<file path="src/rtl/core/avwd_pkg.sv">
// avwd_pkg: shared types, constants and tables of the variable-width adpcm decoder
// no dependencies; imported by adpcm_variable_width_decoder_unit

package avwd_pkg;

  localparam int SAMPLE_W   = 16;
  localparam int HDR_IDX_W  = 6;
  localparam int CODE_W     = 5;
  localparam int CFG_IDX_W  = 1;
  localparam int CFG_DATA_W = 3;
  localparam int IN_DATA_W  = 32;
  localparam int IN_USER_W  = 2;
  localparam int STEP_IDX_W = 7;
  localparam int STEP_W     = 15;
  localparam int MOVE_W     = 6;
  localparam int MOVE_AT_W  = 5;

  localparam logic [STEP_IDX_W-1:0] MAX_STEP_IDX = 7'd88;

  // tuser bit 0
  localparam logic KIND_HEADER = 1'b0;
  localparam logic KIND_CODE   = 1'b1;

  localparam logic [CFG_IDX_W-1:0] REG_CODE_BITS = 1'd0;
  localparam logic [CFG_IDX_W-1:0] REG_STEREO    = 1'd1;

  localparam logic [2:0] CODE_BITS_RESET = 3'd4;

  typedef logic [STEP_W-1:0] step_t;
  typedef logic signed [MOVE_W-1:0] move_t;

  localparam step_t STEP_TABLE [0:88] = '{
    15'd7, 15'd8, 15'd9, 15'd10, 15'd11, 15'd12, 15'd13, 15'd14, 15'd16, 15'd17,
    15'd19, 15'd21, 15'd23, 15'd25, 15'd28, 15'd31, 15'd34, 15'd37, 15'd41, 15'd45,
    15'd50, 15'd55, 15'd60, 15'd66, 15'd73, 15'd80, 15'd88, 15'd97, 15'd107, 15'd118,
    15'd130, 15'd143, 15'd157, 15'd173, 15'd190, 15'd209, 15'd230, 15'd253, 15'd279,
    15'd307, 15'd337, 15'd371, 15'd408, 15'd449, 15'd494, 15'd544, 15'd598, 15'd658,
    15'd724, 15'd796, 15'd876, 15'd963, 15'd1060, 15'd1166, 15'd1282, 15'd1411,
    15'd1552, 15'd1707, 15'd1878, 15'd2066, 15'd2272, 15'd2499, 15'd2749, 15'd3024,
    15'd3327, 15'd3660, 15'd4026, 15'd4428, 15'd4871, 15'd5358, 15'd5894, 15'd6484,
    15'd7132, 15'd7845, 15'd8630, 15'd9493, 15'd10442, 15'd11487, 15'd12635,
    15'd13899, 15'd15289, 15'd16818, 15'd18500, 15'd20350, 15'd22385, 15'd24623,
    15'd27086, 15'd29794, 15'd32767
  };

  // index moves for widths 2, 3, 4, 5 laid end to end
  localparam move_t INDEX_MOVE [0:29] = '{
    -6'sd1, 6'sd2,
    -6'sd1, -6'sd1, 6'sd2, 6'sd4,
    -6'sd1, -6'sd1, -6'sd1, -6'sd1, 6'sd2, 6'sd4, 6'sd6, 6'sd8,
    -6'sd1, -6'sd1, -6'sd1, -6'sd1, -6'sd1, -6'sd1, -6'sd1, -6'sd1,
    6'sd1, 6'sd2, 6'sd4, 6'sd6, 6'sd8, 6'sd10, 6'sd13, 6'sd16
  };

endpackage

</file>
<file path="src/rtl/core/adpcm_variable_width_decoder_unit.sv">
// adpcm_variable_width_decoder_unit: top level of the variable-width adpcm decoder
// depends on avwd_pkg for tables, widths and codes

// Decodes IMA-style ADPCM with 2 to 5 bit codes for one or two channels. Each
// request is a block header (loads the channel's predictor and step index and
// returns the predictor) or a delta code (returns the updated predictor), and
// gives exactly one sample. One request is taken every clock cycle unless
// back-pressure holds it; a sample passes the input register, step table
// lookup, shift-add and saturation into the output register. Back-pressure on
// the output stalls the input only once both registers hold. The user must
// write code_bits and stereo on the cfg channel only while no request is in
// flight (not enforced); code_bits outside 2..5 acts as the nearest bound.
module adpcm_variable_width_decoder_unit #(
  parameter int MAX_CHANNELS = 2
) (
  input  logic                              clk,
  input  logic                              rst_n,
  input  logic                              in_tvalid,
  output logic                              in_tready,
  // [15:0] header_predictor, [21:16] header_index, [26:22] code, [31:27] zero
  input  logic [avwd_pkg::IN_DATA_W-1:0]    in_tdata,
  // [0] kind, [1] channel
  input  logic [avwd_pkg::IN_USER_W-1:0]    in_tuser,
  input  logic                              in_tlast,
  output logic                              out_tvalid,
  input  logic                              out_tready,
  // [15:0] sample
  output logic [avwd_pkg::SAMPLE_W-1:0]     out_tdata,
  // [0] sample_channel
  output logic                              out_tuser,
  output logic                              out_tlast,
  input  logic                              cfg_valid,
  output logic                              cfg_ready,
  input  logic [avwd_pkg::CFG_IDX_W-1:0]    cfg_index,
  input  logic [avwd_pkg::CFG_DATA_W-1:0]   cfg_data
);
  import avwd_pkg::*;

  localparam int CH_W = (MAX_CHANNELS > 1) ? $clog2(MAX_CHANNELS) : 1;

  logic [2:0] code_bits_r;
  logic       stereo_r;

  logic                        in_valid_r;
  logic                        in_kind_r;
  logic                        in_ch_r;
  logic signed [SAMPLE_W-1:0]  in_hp_r;
  logic [HDR_IDX_W-1:0]        in_hi_r;
  logic [CODE_W-1:0]           in_code_r;
  logic                        in_last_r;

  logic signed [SAMPLE_W-1:0]  pred_r [MAX_CHANNELS];
  logic [STEP_IDX_W-1:0]       step_idx_r [MAX_CHANNELS];

  logic                        out_valid_r;
  logic [SAMPLE_W-1:0]         out_data_r;
  logic                        out_ch_r;
  logic                        out_last_r;

  logic                        advance;
  logic                        in_acc;
  logic                        ch_eff;
  logic [CH_W-1:0]             ch_idx;
  logic [2:0]                  width;
  logic [CODE_W-1:0]           mag;
  logic                        sign;
  logic [3:0]                  mag_al;
  logic [MOVE_AT_W-1:0]        move_base;
  logic [MOVE_AT_W-1:0]        move_at;
  logic [STEP_IDX_W-1:0]       si;
  step_t                       step;
  step_t                       tail;
  logic [STEP_W+1:0]           diff;
  logic signed [SAMPLE_W+1:0]  pred_sum;
  logic signed [SAMPLE_W-1:0]  code_pred;
  logic signed [STEP_IDX_W:0]  idx_sum;
  logic [STEP_IDX_W-1:0]       code_idx;
  logic signed [SAMPLE_W-1:0]  pred_nxt;
  logic [STEP_IDX_W-1:0]       step_idx_nxt;

  assign advance   = !out_valid_r || out_tready;
  assign in_tready = !in_valid_r || advance;
  assign in_acc    = in_tvalid && in_tready;
  assign cfg_ready = 1'b1;

  assign out_tvalid = out_valid_r;
  assign out_tdata  = out_data_r;
  assign out_tuser  = out_ch_r;
  assign out_tlast  = out_last_r;

  // channel select, folded to 0 in mono or beyond the channel count
  always_comb begin
    ch_eff = in_ch_r & stereo_r;
    if ({31'd0, ch_eff} >= MAX_CHANNELS) begin
      ch_eff = 1'b0;
    end
    ch_idx = CH_W'(ch_eff);
  end

  always_comb begin
    case (code_bits_r)
      3'd0, 3'd1, 3'd2: width = 3'd2;
      3'd3:             width = 3'd3;
      3'd4:             width = 3'd4;
      default:          width = 3'd5;
    endcase
  end

  // sign, magnitude, magnitude left-aligned to four bits, move table base
  always_comb begin
    case (width)
      3'd2: begin
        mag       = {4'd0, in_code_r[0]};
        sign      = in_code_r[1];
        mag_al    = {in_code_r[0], 3'd0};
        move_base = 5'd0;
      end
      3'd3: begin
        mag       = {3'd0, in_code_r[1:0]};
        sign      = in_code_r[2];
        mag_al    = {in_code_r[1:0], 2'd0};
        move_base = 5'd2;
      end
      3'd4: begin
        mag       = {2'd0, in_code_r[2:0]};
        sign      = in_code_r[3];
        mag_al    = {in_code_r[2:0], 1'b0};
        move_base = 5'd6;
      end
      default: begin
        mag       = {1'b0, in_code_r[3:0]};
        sign      = in_code_r[4];
        mag_al    = in_code_r[3:0];
        move_base = 5'd14;
      end
    endcase
  end

  assign si      = (step_idx_r[ch_idx] > MAX_STEP_IDX) ? MAX_STEP_IDX : step_idx_r[ch_idx];
  assign step    = STEP_TABLE[si];
  assign tail    = step >> (width - 3'd1);
  assign move_at = move_base + mag;

  assign diff = (mag_al[3] ? {2'd0, step}        : '0)
              + (mag_al[2] ? {3'd0, step[14:1]}  : '0)
              + (mag_al[1] ? {4'd0, step[14:2]}  : '0)
              + (mag_al[0] ? {5'd0, step[14:3]}  : '0)
              + {2'd0, tail};

  always_comb begin
    if (sign) begin
      pred_sum = {{2{pred_r[ch_idx][SAMPLE_W-1]}}, pred_r[ch_idx]} - $signed({1'b0, diff});
    end else begin
      pred_sum = {{2{pred_r[ch_idx][SAMPLE_W-1]}}, pred_r[ch_idx]} + $signed({1'b0, diff});
    end
    if (pred_sum < -18'sd32768) begin
      code_pred = 16'sh8000;
    end else if (pred_sum > 18'sd32767) begin
      code_pred = 16'sh7fff;
    end else begin
      code_pred = pred_sum[SAMPLE_W-1:0];
    end
  end

  always_comb begin
    idx_sum = $signed({1'b0, si}) + STEP_IDX_W'(INDEX_MOVE[move_at]);
    if (idx_sum < 0) begin
      code_idx = '0;
    end else if (idx_sum > $signed({1'b0, MAX_STEP_IDX})) begin
      code_idx = MAX_STEP_IDX;
    end else begin
      code_idx = idx_sum[STEP_IDX_W-1:0];
    end
  end

  always_comb begin
    if (in_kind_r == KIND_HEADER) begin
      pred_nxt     = in_hp_r;
      step_idx_nxt = ({1'b0, in_hi_r} > MAX_STEP_IDX) ? MAX_STEP_IDX : {1'b0, in_hi_r};
    end else begin
      pred_nxt     = code_pred;
      step_idx_nxt = code_idx;
    end
  end

  always_ff @(posedge clk) begin
    if (!rst_n) begin
      code_bits_r <= CODE_BITS_RESET;
      stereo_r    <= 1'b0;
    end else if (cfg_valid && cfg_ready) begin
      case (cfg_index)
        REG_CODE_BITS: code_bits_r <= cfg_data;
        REG_STEREO:    stereo_r    <= cfg_data[0];
        default:       ;
      endcase
    end
  end

  // input register
  always_ff @(posedge clk) begin
    if (!rst_n) begin
      in_valid_r <= 1'b0;
    end else if (in_acc) begin
      in_valid_r <= 1'b1;
    end else if (advance) begin
      in_valid_r <= 1'b0;
    end
  end

  always_ff @(posedge clk) begin
    if (in_acc) begin
      in_kind_r <= in_tuser[0];
      in_ch_r   <= in_tuser[1];
      in_hp_r   <= in_tdata[15:0];
      in_hi_r   <= in_tdata[21:16];
      in_code_r <= in_tdata[26:22];
      in_last_r <= in_tlast;
    end
  end

  // channel state
  always_ff @(posedge clk) begin
    if (!rst_n) begin
      for (int i = 0; i < MAX_CHANNELS; i++) begin
        pred_r[i]     <= '0;
        step_idx_r[i] <= '0;
      end
    end else if (advance && in_valid_r) begin
      pred_r[ch_idx]     <= pred_nxt;
      step_idx_r[ch_idx] <= step_idx_nxt;
    end
  end

  // output register
  always_ff @(posedge clk) begin
    if (!rst_n) begin
      out_valid_r <= 1'b0;
    end else if (advance) begin
      out_valid_r <= in_valid_r;
    end
  end

  always_ff @(posedge clk) begin
    if (advance && in_valid_r) begin
      out_data_r <= pred_nxt;
      out_ch_r   <= ch_eff;
      out_last_r <= in_last_r;
    end
  end

  a_step_idx_range : assert property (@(posedge clk) disable iff (!rst_n)
    step_idx_r[0] <= MAX_STEP_IDX)
    else $error("step index of channel 0 beyond table");

  a_out_drains : assert property (@(posedge clk) disable iff (!rst_n)
    out_valid_r && out_tready && !in_valid_r |=> !out_tvalid)
    else $error("sample repeated after it was taken");

  a_header_echo : assert property (@(posedge clk) disable iff (!rst_n)
    advance && in_valid_r && (in_kind_r == KIND_HEADER) |=> out_tdata == $past(in_hp_r))
    else $error("header predictor not returned as sample");

  a_stall_holds_input : assert property (@(posedge clk) disable iff (!rst_n)
    in_valid_r && !advance |=> in_valid_r && $stable(in_code_r) && $stable(in_kind_r))
    else $error("pending request lost while output stalled");

endmodule
</file>
<file path="config.mk">
export PLATFORM = sky130hd
export DESIGN_NAME = adpcm_variable_width_decoder_unit
export DESIGN_NICKNAME = d
export VERILOG_FILES = /design/src/rtl/core/avwd_pkg.sv /design/src/rtl/core/adpcm_variable_width_decoder_unit.sv
export SDC_FILE = /design/constraint.sdc
export NUM_CORES = 1
export LEC_CHECK = 0
export ABC_AREA = 1
export BUFFER_PORTS_ARGS = -buffer_cell sky130_fd_sc_hd__buf_2
export CAP_MARGIN = 20
export CELL_PAD_IN_SITES_DETAIL_PLACEMENT = 1
export CELL_PAD_IN_SITES_GLOBAL_PLACEMENT = 2
export CORE_MARGIN = 2
export CORE_UTILIZATION = 36
export CTS_CLUSTER_SIZE = 25
export DETAILED_ROUTE_END_ITERATION = 16
export MAX_ROUTING_LAYER = met4
export PLACE_DENSITY = 0.91
export SYNTH_ARGS = -nofsm -noshare
export SYNTH_HDL_FRONTEND = slang
export SYNTH_SLANG_ARGS = --single-unit
</file>
<file path="constraint.sdc">
create_clock -name clk -period 9.3 [get_ports clk]
set_input_delay 1.86 -clock clk [delete_from_list [all_inputs] [get_ports clk]]
set_output_delay 1.86 -clock clk [all_outputs]
set_load 0.005 [all_outputs]
</file>
==> results of run 1 <==
[area by class of cell]
class                           count  area, µm²  area share
Antenna cell                        1      2.502   0.0002095
Tap cell                          384      480.5     0.04023
Sequential cell                   100       2944      0.2465
Timing Repair Buffer              122      830.8     0.06956
Inverter                          198      743.2     0.06222
Clock buffer                       10      229.0     0.01917
Multi-Input combinational cell   1155       6666      0.5581
Clock inverter                      6      47.55    0.003981
[cells by family after synthesis]
| group | Yosys count |
|---|---|
| AND/OR/NAND/NOR | 815 |
| buffers and inverters | 235 |
| AO/OA/AOI/OAI | 199 |
| adder cells (fa/ha/maj) | 103 |
| flip-flops | 100 |
| XOR/XNOR | 32 |
| other | 2 |
| multiplexers | 1 |
[path summary, 6_finish.rpt]
check                               start           end  slack, ns  depth (start not counted)
worst max-delay path              in_ch_r  pred_r[1][1]       0.63                         51
worst min-delay path            in_last_r     out_tlast       0.43                          0
worst max register to register    in_ch_r  pred_r[1][1]       0.63                         51
worst min register to register  in_last_r     out_tlast       0.43                          0
[through the flow]
| stage | utilization | worst slack [ns] | hold slack [ns] |
|---|---|---|---|
| finish | 0.4195 | 0.6295 | 0.4271 |
| global route | 0.4195 | -0.03617 | 0.4389 |
| global placement | 0.3958 | 0.03914 | 0.4062 |
| floorplan | - | 1.333 | 0.4003 |
| detailed placement | 0.3958 | -0.1166 | 0.4155 |
| CTS | 0.4061 | 0.05121 | 0.4307 |
[power by group through the flow]
| stage | logic, W | clock network, W | registers [W] |
|---|---|---|---|
| 3_3_place_gp | 0.00313 | 0 | 0.000591 |
| 5_1_grt | 0.00394 | 0.000373 | 0.000588 |
| 2_1_floorplan | 0.00236 | 0 | 0.000593 |
| 3_5_place_dp | 0.00325 | 0 | 0.000593 |
| 6_report | 0.00347 | 0.000353 | 0.000584 |
| 4_1_cts | 0.00330 | 0.000355 | 0.000584 |
[repair_timing]
item	CTS	global route
gates cloned	0	2
endpoints found under the setup margin	45	48
pin swaps	0	11
setup buffers	0	15
resized for setup	4	48
[per-layer routing]
metal | up-vias | share of wire | global-route usage
li1 | 5027 | - | -
met1 | 4907 | 0.49 | 0.3267
met2 | 188 | 0.47 | 0.3852
met3 | 33 | 0.032 | 0.01601
met4 | 0 | 0.014 | 0.04838
met5 | - | 0 | -
[registers in the layout, summed over array words and instances, names as in the netlist]
name,cells
stereo_r,1
out_tlast,1
in_hp_r,16
in_code_r,5
pred_r,32
code_bits_r,3
out_tvalid,1
out_tuser,1
out_tdata,16
in_valid_r,1
in_hi_r,6
in_kind_r,1
in_ch_r,1
in_last_r,1
step_idx_r,14
[cells in the mapped netlist, types with 6 or more instances]
master	instances	area [µm²]
nand3b_1	8	60.06
dfxtp_1	6	120.1
xnor2_1	7	61.31
clkbuf_1	16	60.06
inv_2	11	41.29
nand2_1	492	1847
o21ai_0	42	210.2
nor2_1	121	454.2
a21oi_1	106	530.5
o21ai_1	11	55.05
nand2_2	17	106.4
edfxtp_1	94	2823
xor2_1	23	201.4
buf_2	7	35.03
nand4_1	8	50.05
fa_1	41	820.8
inv_1	187	701.9
o211ai_1	9	67.56
ha_1	62	775.7
nand3_1	148	740.7
==> flow_summary.yaml, run 1 <==
global_routing:
  grt_pass1_vias: 10480
  grt_max_degree: 25
  grt_use_total: 0.2368
  grt_pass1_wl_mm: 55.54
  antenna_found_initial: 1
  gr-total-overflow: 0
clocking:
  cts_max_level: 3
  holdBufCountCts: 0
  clk_latency_ns: 0.35
  clock_path_buffers: 2
  cts_made_buffers: 9
  cts_tree: "done"
  cts_root_buffer: "clkbuf_16"
  numClockSinks: 100
  path_clk_slew_ns: 0.07
synthesis:
  ys.warnings.count: 0
  netlist-cell-type-count: 51
  async_flop_share: 0
  synth_top_family_by_area: "simple AND/OR/NAND/NOR gates"
  syn_inst: 1487
  synthAdderAreaFrac: 0.1543
  yosysSeqAreaShare: 0.2844
  synth-xor-area-share: 0.02853
  yosys.area_share.simple: 0.3310
  synth.ff_latch_count: 100
  netlist_area_um2: 10350
  synth_compound_area_frac: 0.1086
  synthMuxAreaShare: 0.0009672
  synthFlopType: "edfxtp_1"
  avgSynthCellArea_um2: 6.959
  synth_edf_count: 94
finish:
  design_area_um2: 11940
  nets: 1733
  nFillCells: 3698
  final_common_cell: "nand2_1"
  layout-drive-gt1-share: 0.1452
  final_cell_count_no_fill: 1976
  final_cell_mix: "nand2_1, inv_1, nand3_1, nor2_1, a21oi_1"
  syn_to_final_growth_pct: 15.42
sta:
  slew_headroom: 0.2602
  min_period_ns: 8.671
  tns_ns: 0
  tightest_slew_ns: 1.107
  slew_violations: 0
  hold_viol: 0
  finalSetupViolations: 0
  max_freq_ghz: 0.1153
  clock_skew_ns: 0.01047
  finalCritPeriodShare: 0.9323
critical_path:
  crit_buf_inv: 11
  critPathCaptureType: "register"
  required_ns: 9.34
  slowest_delay_ns: 0.54
  slowest_stage: "fa_1"
  timing_worst_setup_path_type: "reg -> reg"
  crit_fanout: 16
  arrival_ns: 8.71
  start_kind: "register"
  path_delay_family: "simple AND/OR/NAND/NOR gates"
  cp_common_cell: "nand2_1"
floorplan:
  start_util: 0.3635
  io_pins: 65
  fp.dieH_um: 173.5
  die_area_um2: 30120
  core_area_um2: 28470
  fp-row-count: 62
  die_w_um: 173.5
pwr:
  vdd_drop_max_mv: 0.1984
  intPower_w: 0.001974
  p_comb_frac: 0.787
  finalPower_w: 0.004405
  p_per_area_nw_per_um2: 368.8
  seq_power_share: 0.133
  p_sw_w: 0.002431
  p_clk_frac: 0.080
  power_leakage_nw: 6.031
  p_sw_frac: 0.5519
placement:
  dp_hpwl_mm: 27.42
  dpl-instance-area_um2: 11270
  portBuffers: 58
  dp.cells: 1939
  gp_congestion: 0.9216
route:
  ant_nets: 0
  viasPerCell: 5.139
  wl_per_cell_um: 17.61
  drtIter0Drc: 602
  routed_wl_mm: 34.81
  drt_first_pass_iters: 5
  drc: 0
  vias: 10160
flow_run:
  cap_viol_max_count: 0
worst_hold_path:
  hold_class: "reg -> reg"
outcome:
  outcome: "finished, final reports clean"
(Power assumes the default switching activity.)
==> run 2: changes to the inputs <==
Settings changed: ABC_AREA 1 to unset, CORE_UTILIZATION 36 to 39, RECOVER_POWER set to 50.
==> flow_summary.yaml, run 2 <==
global_routing:
  grt_use_total: 0.3364
  grt_pass1_wl_mm: 72.36
  antenna_found_initial: 2
  grt_max_degree: 34
  grt_pass1_vias: 12570
  gr-total-overflow: 0
worst_hold_path:
  hold_class: "reg -> reg"
  hold_depth: 0
  holdCritStartpoint: "in_last_r"
  min_to: "out_tlast"
sta:
  max_freq_ghz: 0.09595
  rsz0062_at_grt: "true"
  slew_violations: 0
  min_period_ns: 10.42
  finalCritPeriodShare: 1.121
  tns_ns: -42.76
  hold_viol: 0
  finalSetupViolations: 48
  tightest_slew_ns: 1.392
  clock_skew_ns: 0.02404
  slew_headroom: 0.07185
  hold_ws_ns: 0.5073
  worst_slack_ns: -1.122
synthesis:
  synth_edf_count: 94
  syn_inst: 1226
  synth_top_area_share: 0.2692
  synth.top_cells.by_count: "nand2_1, nor2_1, edfxtp_1"
  avgSynthCellArea_um2: 8.551
  async_flop_share: 0
  ys.warnings.count: 0
  yosys-top-cells-area: "edfxtp_1, fa_1, ha_1, nand2_1, nor2_1"
  synth_top_cell_by_area: "edfxtp_1"
  netlist-cell-type-count: 96
  netlist_area_um2: 10480
  synth.ff_latch_count: 100
  yosysSeqAreaShare: 0.2807
  yosysMostFrequentCell: "nand2_1"
  synthFlopType: "edfxtp_1"
finish:
  layout-drive-gt1-share: 0.4168
  final_cell_count_no_fill: 1881
  final_common_cell: "buf_4"
  design_area_um2: 15290
  syn_to_final_growth_pct: 45.83
  largest_register_ffs: 32
  final_cell_mix: "buf_4, nand2_1, nor2_1, edfxtp_1, buf_2"
  nets: 1680
  final_util: 0.5737
  largest-register: "pred_r"
pwr:
  p_per_area_nw_per_um2: 427.3
  p_sw_frac: 0.5368
  seq_power_share: 0.090
  vdd_drop_max_mv: 0.3070
  power_leakage_nw: 6.329
  intPower_w: 0.003026
  p_comb_frac: 0.843
  p_clk_frac: 0.067
  p_sw_w: 0.003506
flow_run:
  cap_viol_max_count: 0
critical_path:
  reg2reg_from: "in_ch_r"
  slowest_stage: "fa_1"
  slowest_delay_ns: 0.55
  timing_worst_setup_path_type: "reg -> reg"
  reg2reg_setup_slack_ns: -1.12
  arrival_ns: 10.57
  regToRegEndpoint: "pred_r[1][7]"
  rr_worst_depth: 48
  start_kind: "register"
  cp_common_cell: "buf_4"
  required_ns: 9.45
  critPathCaptureType: "register"
  crit_fanout: 6
route:
  drtIter0Drc: 1699
  routed_wl_mm: 60.01
  viasPerCell: 7.046
  drt-met1-wl_mm: 20.53
  wl_per_cell_um: 31.90
  wl_met3_mm: 6.524
  vias: 13250
  maxUsedRoutingLayer: "met4"
  ant_nets: 0
  dr_wl_met2_mm: 26.97
  drt_first_pass_iters: 7
  drc: 0
clocking:
  cts_tree: "done"
  numClockSinks: 100
  cts_made_buffers: 9
  cts_root_buffer: "clkbuf_16"
  clk_latency_ns: 0.38
  cts_max_level: 3
  path_clk_slew_ns: 0.09
  clock_path_buffers: 2
placement:
  portBuffers: 58
  dp_hpwl_mm: 29.35
  dpl-instance-area_um2: 12820
  gp_congestion: 1.051
  dp.cells: 1785
outcome:
  violations: "setup timing"
  outcome: "finished with violations"
floorplan:
  die_area_um2: 28210
  core_area_um2: 26650
  die_w_um: 168.0
  fp-row-count: 60
  start_util: 0.3934
  fp.dieH_um: 168.0
  io_pins: 65
[run 2: per-layer routing]
layer	track usage	vias to the layer above
li1	-	5136
met1	0.4024	6317
met2	0.5755	1263
met3	0.03738	538
met4	0.1463	0
met5	-	-
[run 2: worst max-delay path: cells and delay by family, from the launching register on]
family,cells,cell delay (ns)
adders and majority gates,5,2.21
DFF,1,0.47
xor gates and xnor gates,1,0.24
and+or+nand+nor,4,0.60
AOI/OAI and AO/OA,19,3.63
muxes,2,0.50
buffers and inverters,17,2.55
[run 2: power groups by stage]
stage | Sequential, W | Combinational, W | Clock, W
2_1_floorplan | 0.000582 | 0.00216 | 0
3_3_place_gp | 0.000583 | 0.00333 | 0
3_5_place_dp | 0.000585 | 0.00349 | 0
4_1_cts | 0.000580 | 0.00436 | 0.000405
5_1_grt | 0.000591 | 0.00563 | 0.000443
6_report | 0.000590 | 0.00551 | 0.000435
[run 2: worst max path at each step]
stage	startpoint	end	slack (ns)	cells after the start
2_1_floorplan	in_ch_r	pred_r[1][0]	0.008	43
3_3_place_gp	in_ch_r	out_tdata[12]	-0.52	39
3_5_place_dp	in_ch_r	out_tdata[1]	-0.79	39
4_1_cts	in_ch_r	pred_r[0][13]	-0.19	45
5_1_grt	in_ch_r	pred_r[1][7]	-1.25	48
6_report	in_ch_r	pred_r[1][7]	-1.12	48
[run 2: layout make-up]
type | count | area (µm²)
flip-flops and latches | 100 | 2944
clock inverters | 7 | 100.1
inverters | 64 | 245.2
well taps | 341 | 426.7
fillers | 2914 | 11360
repair inverters | 1 | 7.507
multi-input cells | 997 | 8411
repair buffers | 360 | 2924
clock buffers | 9 | 225.2
diodes | 2 | 5.005
[run 2: per-stage QoR]
stage          total power [W]  setup WS (ns)
4_1_cts               0.005341        -0.1882
3_5_place_dp          0.004075        -0.7872
3_3_place_gp          0.003917        -0.5217
6_report              0.006533         -1.122
5_1_grt               0.006662         -1.253
2_1_floorplan         0.002745       0.008025
[run 2: what timing repair did]
action / 4_1_cts / 5_1_grt
cloned: 6 / 2
endpoints found under the setup margin: 48 / 48
hold buffers: 0 / 0
pin swaps: 69 / 90
buffers inserted: 37 / 38
resized for setup: 162 / 144
[run 2: logic make-up (layout without fill, tap and decap cells)]
group / count (synthesis) / after routing / share of synthesized area
compound gates: 376 / 376 / 0.2540
xor+xnor: 41 / 41 / 0.03425
fa+ha+maj: 103 / 103 / 0.1523
buf+inv: 130 / 441 / 0.05108
flops: 100 / 100 / 0.2807
mux: 26 / 26 / 0.02900
other cells: 2 / 5 / 0.0007163
simple gates: 448 / 448 / 0.1980
==> run 3: changes to the inputs <==
Settings changed: CORE_UTILIZATION 39 to 42, PLACE_DENSITY 0.91 to 0.95.
Clock period 9.3 ns to 12.35 ns, I/O delays scaled along.
==> flow_summary.yaml, run 3 (synthesis results as in run 2) <==
critical_path:
  critPathCaptureType: "register"
  worstSetupPathDepth: 44
  arrival_ns: 11.44
  crit_buf_inv: 8
  path_delay_family: "simple AND/OR/NAND/NOR gates"
  reg2reg_from: "in_ch_r"
  rr_worst_depth: 44
  slowest_delay_ns: 0.54
  reg2reg_setup_slack_ns: 1.0
  startpoint: "in_ch_r"
  required_ns: 12.44
  timing_worst_setup_path_type: "reg -> reg"
  crit_fanout: 20
  start_kind: "register"
  slowest_stage: "fa_1"
clocking:
  numClockSinks: 100
  clock_path_buffers: 2
  clk_latency_ns: 0.36
  cts_root_buffer: "clkbuf_16"
  cts_tree: "done"
  holdBufCountCts: 0
  cts_made_buffers: 9
  cts_max_level: 3
  path_clk_slew_ns: 0.07
  post_cts_buffers: 0
  cts_resized: 0
route:
  dr_wl_met2_mm: 15.92
  vias: 10000
  wl_per_cell_um: 21.44
  wl_met3_mm: 2.036
  drtIter0Drc: 878
  viasPerCell: 6.193
  maxUsedRoutingLayer: "met4"
  ant_nets: 0
  drt-met1-wl_mm: 15.96
  drc: 0
  routed_wl_mm: 34.62
  drt_first_pass_iters: 5
placement:
  dp_hpwl_mm: 25.69
  dpl-instance-area_um2: 11290
  gp_congestion: 0.9608
  portBuffers: 58
  dp.cells: 1595
  dp_slack_ns: 1.261
worst_hold_path:
  hold_depth: 0
  hold_class: "reg -> reg"
  holdCritStartpoint: "in_last_r"
sta:
  worst_slack_ns: 0.9992
  clock_skew_ns: 0.008629
  max_freq_ghz: 0.08810
  finalSetupViolations: 0
  finalCritPeriodShare: 0.9191
  slew_violations: 21
  rsz0062_at_grt: "false"
  hold_viol: 0
  min_period_ns: 11.35
  slew_headroom: -0.1616
  tightest_slew_ns: 1.739
  tns_ns: 0
floorplan:
  start_util: 0.4298
  die_area_um2: 26240
  core_area_um2: 24390
  fp-row-count: 57
  die_w_um: 162.0
  fp.dieH_um: 162.0
  io_pins: 65
pwr:
  finalPower_w: 0.002961
  power_leakage_nw: 4.693
  p_per_area_nw_per_um2: 254.2
  vdd_drop_max_mv: 0.1453
finish:
  syn_to_final_growth_pct: 11.11
  nFillCells: 2929
  final_common_cell: "nand2_1"
  design_area_um2: 11650
  final_cell_count_no_fill: 1615
  largest-register: "pred_r"
  layout-drive-gt1-share: 0.1332
  final_cell_mix: "nand2_1, nor2_1, edfxtp_1, a21oi_1, ha_1"
  n_antenna_cell: 0
  nets: 1433
  largest_register_ffs: 32
global_routing:
  antenna_found_initial: 0
  grt_max_degree: 34
  grt_pass1_wl_mm: 55.75
  gr-total-overflow: 0
  grt_use_total: 0.2741
  grt_pass1_vias: 10300
outcome:
  outcome: "finished with violations"
  violations: "capacitance limit, slew limit"
flow_run:
  cap_viol_max_count: 1
==> run 3: worst paths after layout <==
path	end
worst min-delay path	out_tlast
worst min register to register	out_tlast
worst max-delay path	pred_r[0][6]
worst max register to register	pred_r[0][6]
==> run 3: through the flow <==
step | util | hold slack, ns
after floorplan | - | 0.4003
after global placement | 0.4630 | 0.4058
after detailed placement | 0.4630 | 0.4230
after CTS | 0.4755 | 0.4393
after global routing | 0.4776 | 0.4512
final | 0.4776 | 0.4358
==> run 3: where the power goes <==
group | total (W) | internal, W | switching, W
sequential | 0.000437 | 0.000420 | 0.0000169
combinational | 0.00223 | 0.000884 | 0.00135
clock | 0.000294 | 0.000160 | 0.000133
total | 0.00296 | 0.00146 | 0.00150
==> run 3: area by class of cell <==
cell class                 count  area, µm²  share of cell area
multi-input combinational    997       7007              0.6015
sequential                   100       2943              0.2526
tap                          324      405.4             0.03480
clock buffer                   9      225.2             0.01933
clock inverter                 7      80.08            0.006874
timing repair buffer         114      748.2             0.06423
inverter                      64      240.2             0.02062
==> run 3: layer usage <==
metal,GRT usage,vias to the layer above
met5,-,-
met4,0.06919,0
met3,0.02681,52
met2,0.4304,363
met1,0.3826,4942
li1,-,4644
